--- config.mk ---
export PLATFORM = sky130hd
export DESIGN_NAME = pigment_texel_erase_unit
export DESIGN_NICKNAME = d
export VERILOG_FILES = /design/src/hdl/pte_pkg.sv /design/src/hdl/pte_front.sv /design/src/hdl/pte_div.sv /design/src/hdl/pte_scale.sv /design/src/hdl/pigment_texel_erase_unit.sv
export SDC_FILE = /design/constraint.sdc
export NUM_CORES = 2
export LEC_CHECK = 0
export ABC_AREA = 1
export BUFFER_PORTS_ARGS = -buffer_cell sky130_fd_sc_hd__buf_2
export CORE_MARGIN = 5
export CORE_UTILIZATION = 51
export CTS_BUF_LIST = sky130_fd_sc_hd__clkbuf_4
export CTS_CLUSTER_SIZE = 30
export DETAILED_ROUTE_END_ITERATION = 8
export GPL_ROUTABILITY_DRIVEN = 0
export HOLD_SLACK_MARGIN = 0.06
export PLACE_DENSITY = 0.68
export SLEW_MARGIN = 20
export SYNTH_ARGS = -nofsm -noshare
export SYNTH_HDL_FRONTEND = slang
export SYNTH_SLANG_ARGS = --single-unit
export TNS_END_PERCENT = 1
--- constraint.sdc ---
create_clock -name clk_i -period 6.7 [get_ports clk_i]
set_input_delay 0 -clock clk_i [delete_from_list [all_inputs] [get_ports clk_i]]
set_output_delay 0 -clock clk_i [all_outputs]
set_load 0.01 [all_outputs]
--- src/hdl/pte_pkg.sv ---
// ----------------------------------------------------------------------------
// Pigment texel erase package
// Shared widths, constants and beat types of the texel erase pipeline.
// ----------------------------------------------------------------------------
`default_nettype none

package pte_pkg;

  localparam int unsigned FRAC_BITS = 16;
  localparam int unsigned MASS_BITS = 16;
  localparam int unsigned FW        = FRAC_BITS + 1;

  localparam logic [FW-1:0] ONE = {1'b1, {FRAC_BITS{1'b0}}};

  localparam int unsigned FRONT_STAGES = 3;
  localparam int unsigned DIV_STEPS    = FW;
  localparam int unsigned PIPE_LAT     = FRONT_STAGES + DIV_STEPS + 1;

  typedef struct packed {
    logic [MASS_BITS-1:0] mass_before;
    logic [FW-1:0]        erased_so_far;
    logic [FW-1:0]        dab_weight;
    logic [FW-1:0]        strength_cap;
  } pte_in_t;

  typedef struct packed {
    logic [MASS_BITS-1:0] mass_after;
    logic [FW-1:0]        erased_after;
    logic [FW-1:0]        dab_alpha;
    logic                 changed;
  } pte_out_t;

  typedef struct packed {
    logic [MASS_BITS-1:0] mass;
    logic [FW-1:0]        erased_in;
    logic [FW-1:0]        e1;
    logic                 refuse;
  } pte_carry_t;

  typedef struct packed {
    pte_carry_t    carry;
    logic [FW-1:0] headroom;
    logic [FW-1:0] rem;
    logic [FW-1:0] quo;
  } pte_div_t;

endpackage

`default_nettype wire

--- src/hdl/pte_front.sv ---
// ----------------------------------------------------------------------------
// Pigment texel erase front end
// Clamp, refusal test, gain product and new erased fraction in three stages.
// ----------------------------------------------------------------------------
`default_nettype none

module pte_front (
  input  wire logic             clk_i,
  input  wire logic             rst_ni,
  input  wire logic             valid_i,
  input  wire pte_pkg::pte_in_t item_i,
  output logic                  valid_o,
  output pte_pkg::pte_div_t     div_o
);
  import pte_pkg::*;

  logic [FW-1:0]        cap_c, e0_c, head_c;
  logic                 refuse_c;

  logic                 a_vld_q;
  logic [MASS_BITS-1:0] a_mass_q;
  logic [FW-1:0]        a_erased_q, a_weight_q, a_cap_q, a_e0_q, a_head_q;
  logic                 a_refuse_q;

  logic [2*FW-1:0]      prod_c;
  logic                 b_vld_q;
  logic [MASS_BITS-1:0] b_mass_q;
  logic [FW-1:0]        b_erased_q, b_cap_q, b_e0_q, b_head_q, b_gain_q;
  logic                 b_refuse_q;

  logic [FW:0]          sum_c;
  logic [FW-1:0]        e1_c;
  logic                 c_vld_q;
  pte_div_t             c_q;

  always_comb begin
    cap_c    = (item_i.strength_cap > ONE) ? ONE : item_i.strength_cap;
    e0_c     = (item_i.erased_so_far > ONE) ? ONE : item_i.erased_so_far;
    head_c   = ONE - e0_c;
    refuse_c = (item_i.dab_weight == '0) || (cap_c == '0) || (head_c == '0) ||
               (e0_c >= cap_c) || (item_i.mass_before == '0);
  end

  always_comb begin
    prod_c = {{FW{1'b0}}, a_weight_q} * {{FW{1'b0}}, a_head_q};
  end

  always_comb begin
    sum_c = {1'b0, b_e0_q} + {1'b0, b_gain_q};
    e1_c  = (sum_c > {1'b0, b_cap_q}) ? b_cap_q : sum_c[FW-1:0];
  end

  always_ff @(posedge clk_i or negedge rst_ni) begin
    if (!rst_ni) begin
      a_vld_q <= 1'b0;
      b_vld_q <= 1'b0;
      c_vld_q <= 1'b0;
    end else begin
      a_vld_q <= valid_i;
      b_vld_q <= a_vld_q;
      c_vld_q <= b_vld_q;
    end
  end

  always_ff @(posedge clk_i) begin
    a_mass_q   <= item_i.mass_before;
    a_erased_q <= item_i.erased_so_far;
    a_weight_q <= item_i.dab_weight;
    a_cap_q    <= cap_c;
    a_e0_q     <= e0_c;
    a_head_q   <= head_c;
    a_refuse_q <= refuse_c;

    b_mass_q   <= a_mass_q;
    b_erased_q <= a_erased_q;
    b_cap_q    <= a_cap_q;
    b_e0_q     <= a_e0_q;
    b_head_q   <= a_head_q;
    b_gain_q   <= prod_c[FRAC_BITS +: FW];
    b_refuse_q <= a_refuse_q;

    c_q.carry.mass      <= b_mass_q;
    c_q.carry.erased_in <= b_erased_q;
    c_q.carry.e1        <= e1_c;
    c_q.carry.refuse    <= b_refuse_q;
    c_q.headroom        <= b_head_q;
    c_q.rem             <= e1_c - b_e0_q;
    c_q.quo             <= '0;
  end

  assign valid_o = c_vld_q;
  assign div_o   = c_q;

endmodule

`default_nettype wire

--- src/hdl/pte_div.sv ---
// ----------------------------------------------------------------------------
// Pigment texel erase divider
// Restoring divider, one quotient bit per register stage, for e = diff / headroom.
// ----------------------------------------------------------------------------
`default_nettype none

module pte_div (
  input  wire logic              clk_i,
  input  wire logic              rst_ni,
  input  wire logic              valid_i,
  input  wire pte_pkg::pte_div_t div_i,
  output logic                   valid_o,
  output pte_pkg::pte_div_t      div_o
);
  import pte_pkg::*;

  logic     vld_q [DIV_STEPS];
  pte_div_t stg_q [DIV_STEPS];

  for (genvar k = 0; k < DIV_STEPS; k++) begin : g_step
    pte_div_t    src;
    logic        src_vld;
    logic [FW:0] shifted, sub;
    logic        ge;

    if (k == 0) begin : g_first
      assign src     = div_i;
      assign src_vld = valid_i;
      assign shifted = {1'b0, src.rem};
    end else begin : g_next
      assign src     = stg_q[k-1];
      assign src_vld = vld_q[k-1];
      assign shifted = {src.rem, 1'b0};
    end

    assign sub = shifted - {1'b0, src.headroom};
    assign ge  = (shifted >= {1'b0, src.headroom});

    always_ff @(posedge clk_i or negedge rst_ni) begin
      if (!rst_ni) begin
        vld_q[k] <= 1'b0;
      end else begin
        vld_q[k] <= src_vld;
      end
    end

    always_ff @(posedge clk_i) begin
      stg_q[k].carry    <= src.carry;
      stg_q[k].headroom <= src.headroom;
      stg_q[k].rem      <= ge ? sub[FW-1:0] : shifted[FW-1:0];
      stg_q[k].quo      <= src.quo | ({{(FW-1){1'b0}}, ge} << (DIV_STEPS - 1 - k));
    end
  end

  assign valid_o = vld_q[DIV_STEPS-1];
  assign div_o   = stg_q[DIV_STEPS-1];

endmodule

`default_nettype wire

--- src/hdl/pte_scale.sv ---
// ----------------------------------------------------------------------------
// Pigment texel erase mass scaler
// Limit e to one, scale mass by one minus e unless refused, register the beat.
// ----------------------------------------------------------------------------
`default_nettype none

module pte_scale (
  input  wire logic              clk_i,
  input  wire logic              rst_ni,
  input  wire logic              valid_i,
  input  wire pte_pkg::pte_div_t div_i,
  output logic                   valid_o,
  output pte_pkg::pte_out_t      result_o
);
  import pte_pkg::*;

  logic [FW-1:0]           e_c, inv_c;
  logic [MASS_BITS+FW-1:0] prod_c;
  pte_out_t                res_d, res_q;
  logic                    vld_q;

  always_comb begin
    e_c    = (div_i.quo > ONE) ? ONE : div_i.quo;
    inv_c  = ONE - e_c;
    prod_c = {{FW{1'b0}}, div_i.carry.mass} * {{MASS_BITS{1'b0}}, inv_c};
    if (div_i.carry.refuse) begin
      res_d.mass_after   = div_i.carry.mass;
      res_d.erased_after = div_i.carry.erased_in;
      res_d.dab_alpha    = '0;
      res_d.changed      = 1'b0;
    end else begin
      res_d.mass_after   = prod_c[FRAC_BITS +: MASS_BITS];
      res_d.erased_after = div_i.carry.e1;
      res_d.dab_alpha    = e_c;
      res_d.changed      = (e_c != '0);
    end
  end

  always_ff @(posedge clk_i or negedge rst_ni) begin
    if (!rst_ni) begin
      vld_q <= 1'b0;
    end else begin
      vld_q <= valid_i;
    end
  end

  always_ff @(posedge clk_i) begin
    res_q <= res_d;
  end

  assign valid_o  = vld_q;
  assign result_o = res_q;

endmodule

`default_nettype wire

--- src/hdl/pigment_texel_erase_unit.sv ---
// ----------------------------------------------------------------------------
// Pigment texel erase unit
// One eraser step per texel: new erased fraction, dab alpha and scaled mass.
// ----------------------------------------------------------------------------
// Takes one texel beat per clock cycle; busy is never raised. Each beat's
// result is held on result_o with done_o high for exactly one cycle, and
// results come out in the order the beats were accepted. The pipeline has
// three front stages, one divider stage per quotient bit (17) and the
// output multiply stage. The receiver cannot stall the unit.
// ----------------------------------------------------------------------------
`default_nettype none

module pigment_texel_erase_unit (
  input  wire logic             clk_i,
  input  wire logic             rst_ni,
  input  wire logic             start,
  input  wire pte_pkg::pte_in_t item_i,
  output logic                  busy,
  output logic                  done_o,
  output pte_pkg::pte_out_t     result_o
);
  import pte_pkg::*;

  logic     front_vld, div_vld;
  pte_div_t front_div, div_res;

  assign busy = 1'b0;

  pte_front u_front (
    .clk_i   (clk_i),
    .rst_ni  (rst_ni),
    .valid_i (start & ~busy),
    .item_i  (item_i),
    .valid_o (front_vld),
    .div_o   (front_div)
  );

  pte_div u_div (
    .clk_i   (clk_i),
    .rst_ni  (rst_ni),
    .valid_i (front_vld),
    .div_i   (front_div),
    .valid_o (div_vld),
    .div_o   (div_res)
  );

  pte_scale u_scale (
    .clk_i    (clk_i),
    .rst_ni   (rst_ni),
    .valid_i  (div_vld),
    .div_i    (div_res),
    .valid_o  (done_o),
    .result_o (result_o)
  );

`ifndef NO_ASSERTIONS
  a_latency : assert property (@(posedge clk_i) disable iff (!rst_ni)
    (start && !busy) |-> ##PIPE_LAT done_o)
    else $error("accepted beat did not complete on time");

  a_alpha_bound : assert property (@(posedge clk_i) disable iff (!rst_ni)
    done_o |-> (result_o.dab_alpha <= ONE))
    else $error("dab alpha above one");

  a_changed : assert property (@(posedge clk_i) disable iff (!rst_ni)
    done_o |-> (result_o.changed == (result_o.dab_alpha != '0)))
    else $error("changed flag disagrees with dab alpha");
`endif

endmodule

`default_nettype wire

; ---- After elaboration in Yosys (flattened, before gate mapping)
; Memories as Yosys holds them, arrays and structs flattened.
; Cells that the tools add are included.
[word_totals]
regBits = 361
ram_bits = 1734
input_bits = 70
out_inout_bits = 53
wordCells = 138
n_memories = 1
[memory_table]
columns = memory, words, width, rd, rd_clocked_by_memory_dff, wr, line_no
row1 = u_div.stg_q, 17, 102, 17, 0, 17, pte_div.sv:18  ; pte_div_t stg_q [DIV_STEPS];
[classes]
n_addsub = 21
mul = 2
order_cmp = 22
n_mux = 22
bitwise_logic = 16
reduce_logical = 9
[ops]
columns = operator, count
row1 = 17-bit two-way mux, 21
row2 = 17-bit subtractor, 18
row3 = 18-bit by 17-bit >= comparator with 1-bit output, 16
row4 = "17-bit greater-than comparator, second input constant", 3
row5 = 17-bit zero test, 3
row6 = 51-bit two-way mux, 1
row7 = 17-bit >= comparator, 2
row8 = "17-bit subtractor, first input constant", 2
row9 = 17-bit by 17-bit multiplier with 33-bit output, 1
row10 = 16-bit by 17-bit multiplier with 32-bit output, 1
row11 = 17-bit by 17-bit adder with 18-bit output, 1
row12 = 18-bit by 17-bit greater-than comparator with 1-bit output, 1
row13 = 17-bit by 1-bit bitwise OR with 17-bit output, 1
row14 = 17-bit by 10-bit bitwise OR with 17-bit output, 1
row15 = 17-bit by 11-bit bitwise OR with 17-bit output, 1
row16 = 17-bit by 12-bit bitwise OR with 17-bit output, 1
row17 = 17-bit by 13-bit bitwise OR with 17-bit output, 1
row18 = 17-bit by 14-bit bitwise OR with 17-bit output, 1
row19 = 17-bit by 15-bit bitwise OR with 17-bit output, 1
row20 = 17-bit by 16-bit bitwise OR with 17-bit output, 1
row21 = 17-bit by 2-bit bitwise OR with 17-bit output, 1
row22 = 17-bit by 3-bit bitwise OR with 17-bit output, 1
row23 = 17-bit by 4-bit bitwise OR with 17-bit output, 1
row24 = 17-bit by 5-bit bitwise OR with 17-bit output, 1
row25 = other kinds (7), 10

; ---- Longest topological paths before layout
[logic_depth]
depth_word = 7
depth_mapped = 41
mapped_depth_nobuf = 39

; ---- Hierarchy
; From an unflattened synthesis, not the netlist that was laid out.
[unflattened]
cells_unflattened = 10206
area_unflattened_um2 = 88408.5
[modules_own_cells]
columns = mod, instances, cells_each, area_per_inst_um2, seq_area_each_um2
row1 = pte_div, 1, 6541, 58253.4, 35138.7
row2 = pte_front, 1, 2202, 19053.3, 5820.6
row3 = pte_scale, 1, 1461, 11090.6, 1046.0
row4 = pigment_texel_erase_unit, 1, 2, 11.3, 0.0

; ---- Least setup slack after synthesis
; No wires, ideal clock.
[synth_timing]
path_type = register -> register
from = memory u_div.stg_q[16][5] (netlist name)
to = register u_scale.res_q, in the netlist u_scale.result_o[47]
setup_time_ns = 0.125
arrival_ns = 7.281
required_ns = 6.575
setup_slack_ns = -0.706
stages_incl_launch_ff = 39
n_path_buf = 4
period_less_slack_ns = 7.406
cell_sequence = dfxtp_1 inv_2 nand4_1 nor2_1 nand3_1 nand2_2 buf_12 buf_6 nand2_1 ha_1 nand2_1 nor2_1 nand2_1 a21oi_2 nand4_4 buf_6 nor2_4 ha_1 [... 3 more ...] fa_1 fa_1 inv_1 fa_1 fa_1 fa_1 inv_1 fa_1 inv_1 ha_1 a21oi_1 o21ai_0 a21oi_1 nor2_1 a211oi_1 nand3_1 nand3_1 o21ai_0
[synth_lines]
columns = element, line_no
row1 = "start, declared", pte_div.sv:18
row2 = "end signal, assigned", pte_scale.sv:48  ; res_q <= res_d;
row3 = "end, declared", pte_scale.sv:19  ; pte_out_t res_d, res_q;

==> results by group <==
Layout
  – Filler Cell Count: 12900
  – Area Overhead vs Synth: 15.6%
  – Biggest register: u_div.stg_q
  – Layout cells sized above 1: 12.9%
  – Layout Nets: 10000
  – Final Instance Area: 0.0909 mm2
  – Max reg flops: 1564
  – Register area: 0.0386 mm2
  – Multi-input logic area: 0.0348 mm2

Synth
  – Synth Area in Compound Gates: 7.63%
  – Biggest area consumer among synthesized cells: dfxtp_1
  – Post-synth top area share: 48.4%
  – Synth Area in Adders: 20.2%
  – Syn avg cell area: 9.67 um2
  – Mux cell area share after synthesis: 0%
  – Cell count after synthesis: 8129
  – Main combinational cell family by area after synthesis: adder cells
  – Seq cells post-synth: 1923
  – Post-Synth Simple-Gate Area: 12.3%
  – Number of synthesized flops with an enable pin: 0
  – Top cells by area, synth: dfxtp_1 (48%), fa_1 (11%), ha_1 (8.9%)
  – Seq/Total Area, Yosys: 49.1%
  – Synth async-reset ratio: 1.09%
  – Mapped cell area: 0.0786 mm2
  – Ys flop type: dfxtp_1
  – Post-Synth XOR/XNOR Area: 3.33%
  – Synth warn: 0
  – Mapped Nets: 9203
  – Synth cell types: 65

STA
  – Final Cycle Share: 101%
  – Worst setup margin: -0.0424 ns
  – Worst Tran Pin Value: 0.992 ns
  – RSZ-0062 raised after global routing: true
  – Endpoints failing setup: 4
  – Final clock skew: 0.158 ns
  – Final min period: 6.74 ns
  – Relative slew slack: 33.9%
  – Final Hold Viols: 0
  – F_max: 148 MHz
  – Slew Viols, Final: 0

Setup path
  – CP delay by family, top: adder cells
  – CP endpoint kind: register
  – Critical path's slowest cell: fa_2
  – Critical path buffers and inverters: 7
  – Critical Path Fanout Max: 4
  – Top cell by count, worst path: fa_1
  – WP data arrival: 7.87 ns
  – Crit Path Class: register to register
  – CP max stage delay: 0.56 ns
  – CP required: 7.83 ns
  – Startpoint Class: register

Clock network
  – # clock sinks: 1923
  – Clock transition at path regs: 0.07 ns
  – Clock Root Buffer: clkbuf_4
  – Clock Latency Late Sink: 1.35 ns
  – H-tree lvl count: 5
  – Num CTS Buffers: 453
  – CTS tree: done
  – Longest Clk Path Bufs: 4

Run
  – Max-Cap Viols: 0

Global route
  – GRT overflow: 0
  – Global-route wire length before repair: 292000 um
  – Tot GR Track Use: 22.3%
  – Largest net degree at the start of global routing: 43
  – Vias in the first global route: 58500
  – Initial antenna violation count: 9

Floorplan
  – Die footprint: 0.162 mm2
  – # rows: 144
  – Die height: 403 um
  – IO Pins: 123
  – CORE AREA: 0.154 mm2
  – Initial core utilization: 51.1%
  – Die Span X: 403 um

Detailed routing
  – Routed wire per std cell: 15.9 um
  – Routed Antenna Nets: 0
  – Final wirelength: 180000 um
  – Routed via count: 55900
  – Vias/cell: 4.94
  – Detailed Routing Iterations Pass 1: 6
  – DRC: 0
  – Iter 0 DRT Violations: 3248

Run status
  – Failing checks: negative setup slack
  – Run status: finished, violations left

Placed design
  – DP HPWL: 135000 um
  – IO Port Bufs: 121
  – DP Area: 0.0825 mm2

Worst hold path
  – Worst min-delay path class: register to register
-- through the flow --
step	utilization, %	setup slack (ns)	setup TNS [ns]	instances	hold slack, ns
6_report	59.1	-0.0424	-0.0857	11300	0.255
5_1_grt	59.1	-0.355	-4.56	11300	0.120
4_1_cts	58.9	-0.0124	-0.0211	11300	0.0670
3_5_place_dp	53.7	-0.271	-2.03	10300	-0.0236
3_3_place_gp	53.7	-0.262	-1.23	10300	-0.0484
2_1_floorplan	-	-0.0919	-0.767	8129	-0.296
-- layout make-up --
class	count	share of cell area [%]
Clock buffer	676	5.58
Clock inverter	108	0.613
Inverter	1334	5.53
Sequential cell	1923	42.5
Tap cell	2044	2.81
Multi-Input combinational cell	4702	38.3
Timing Repair Buffer	528	4.69
Antenna cell	11	0.0303
-- cell families (layout without fill, tap and decap cells) --
| logic type | count (synthesis) | after routing |
|---|---|---|
| adders and majority gates | 1004 | 1004 |
| AOI/OAI and AO/OA | 1077 | 1077 |
| other | 1 | 12 |
| and+or+nand+nor | 2321 | 2321 |
| DFF | 1923 | 1923 |
| buffers and inverters | 1504 | 2646 |
| xor gates and xnor gates | 299 | 299 |
-- cell usage in the layout, fill, tap and decap left out, types with 78 or more instances in the layout --
cell and n:
nand2_1 1449, xor2_1 168, o21ai_0 433, ha_1 545, nand3_1 215, clkinv_1 78
clkbuf_4 676, nor2_1 392, a21oi_1 345, fa_1 438, inv_1 1315, xnor2_1 131
dfxtp_1 1896, dlygate4sd3_1 223, buf_2 121, nand4_1 83, buf_4 178
-- synthesized netlist by cell type, types with 15 or more instances --
master / instances
a221oi_1: 15
o21ai_0: 454
a31oi_1: 23
xnor2_1: 131
nand4_1: 83
dfxtp_1: 1902
nor3_1: 44
a21oi_1: 367
nor4_1: 23
dfrtp_1: 21
nand2_1: 1465
nor2_1: 408
ha_1: 559
nand3_1: 215
o31ai_1: 33
o21ai_1: 36
buf_2: 42
clkbuf_1: 116
a21boi_0: 23
a21o_1: 43
o21bai_1: 23
nand2_2: 24
fa_1: 445
xor2_1: 168
inv_1: 1323
-- worst reg2reg max path: cells and delay by family, from the launching register on --
family / cells / cell delay [ns]
AO/OA/AOI/OAI: 3 / 0.34
buffers and inverters: 7 / 0.49
flip-flops: 1 / 0.31
adder cells (fa/ha/maj): 9 / 3.86
AND/OR/NAND/NOR: 18 / 1.63
-- routing by layer --
layer / vias up / track usage [%] / wire, um
met3: 541 / 4.98 / 11100
met1: 25900 / 25.7 / 71600
li1: 27500 / - / -
met4: 0 / 12.7 / 9980
met5: - / 0 / 0
met2: 1952 / 38.2 / 87700
-- what timing repair did --
item / 4_1_cts / 5_1_grt
buffers inserted: 0 / 10
endpoints found under the setup margin: 16 / 16
hold buffers: 223 / 0
endpoints found under the hold margin: 123 / 0
pin swaps: 8 / 51
resized for setup: 42 / 72
-- final timing paths --
path | startpoint | end | slack (ns) | cells after the start
setup reg to reg | u_div.stg_q[16][11] | u_scale.result_o[44] | -0.04 | 37
max in group asynchronous | rst_ni | u_div.g_step[7].src_vld | 5.65 | 4
hold reg to reg | u_div.stg_q[6][63] | u_div.stg_q[7][63] | 0.26 | 0
setup / recovery | u_div.stg_q[16][11] | u_scale.result_o[44] | -0.04 | 37
hold / removal | u_div.stg_q[6][63] | u_div.stg_q[7][63] | 0.26 | 0
min in group asynchronous | rst_ni | u_front.b_vld_q | 0.48 | 4
Power is not shown: default switching activity piles up to over one toggle a cycle in this logic, so the estimate is an artifact.
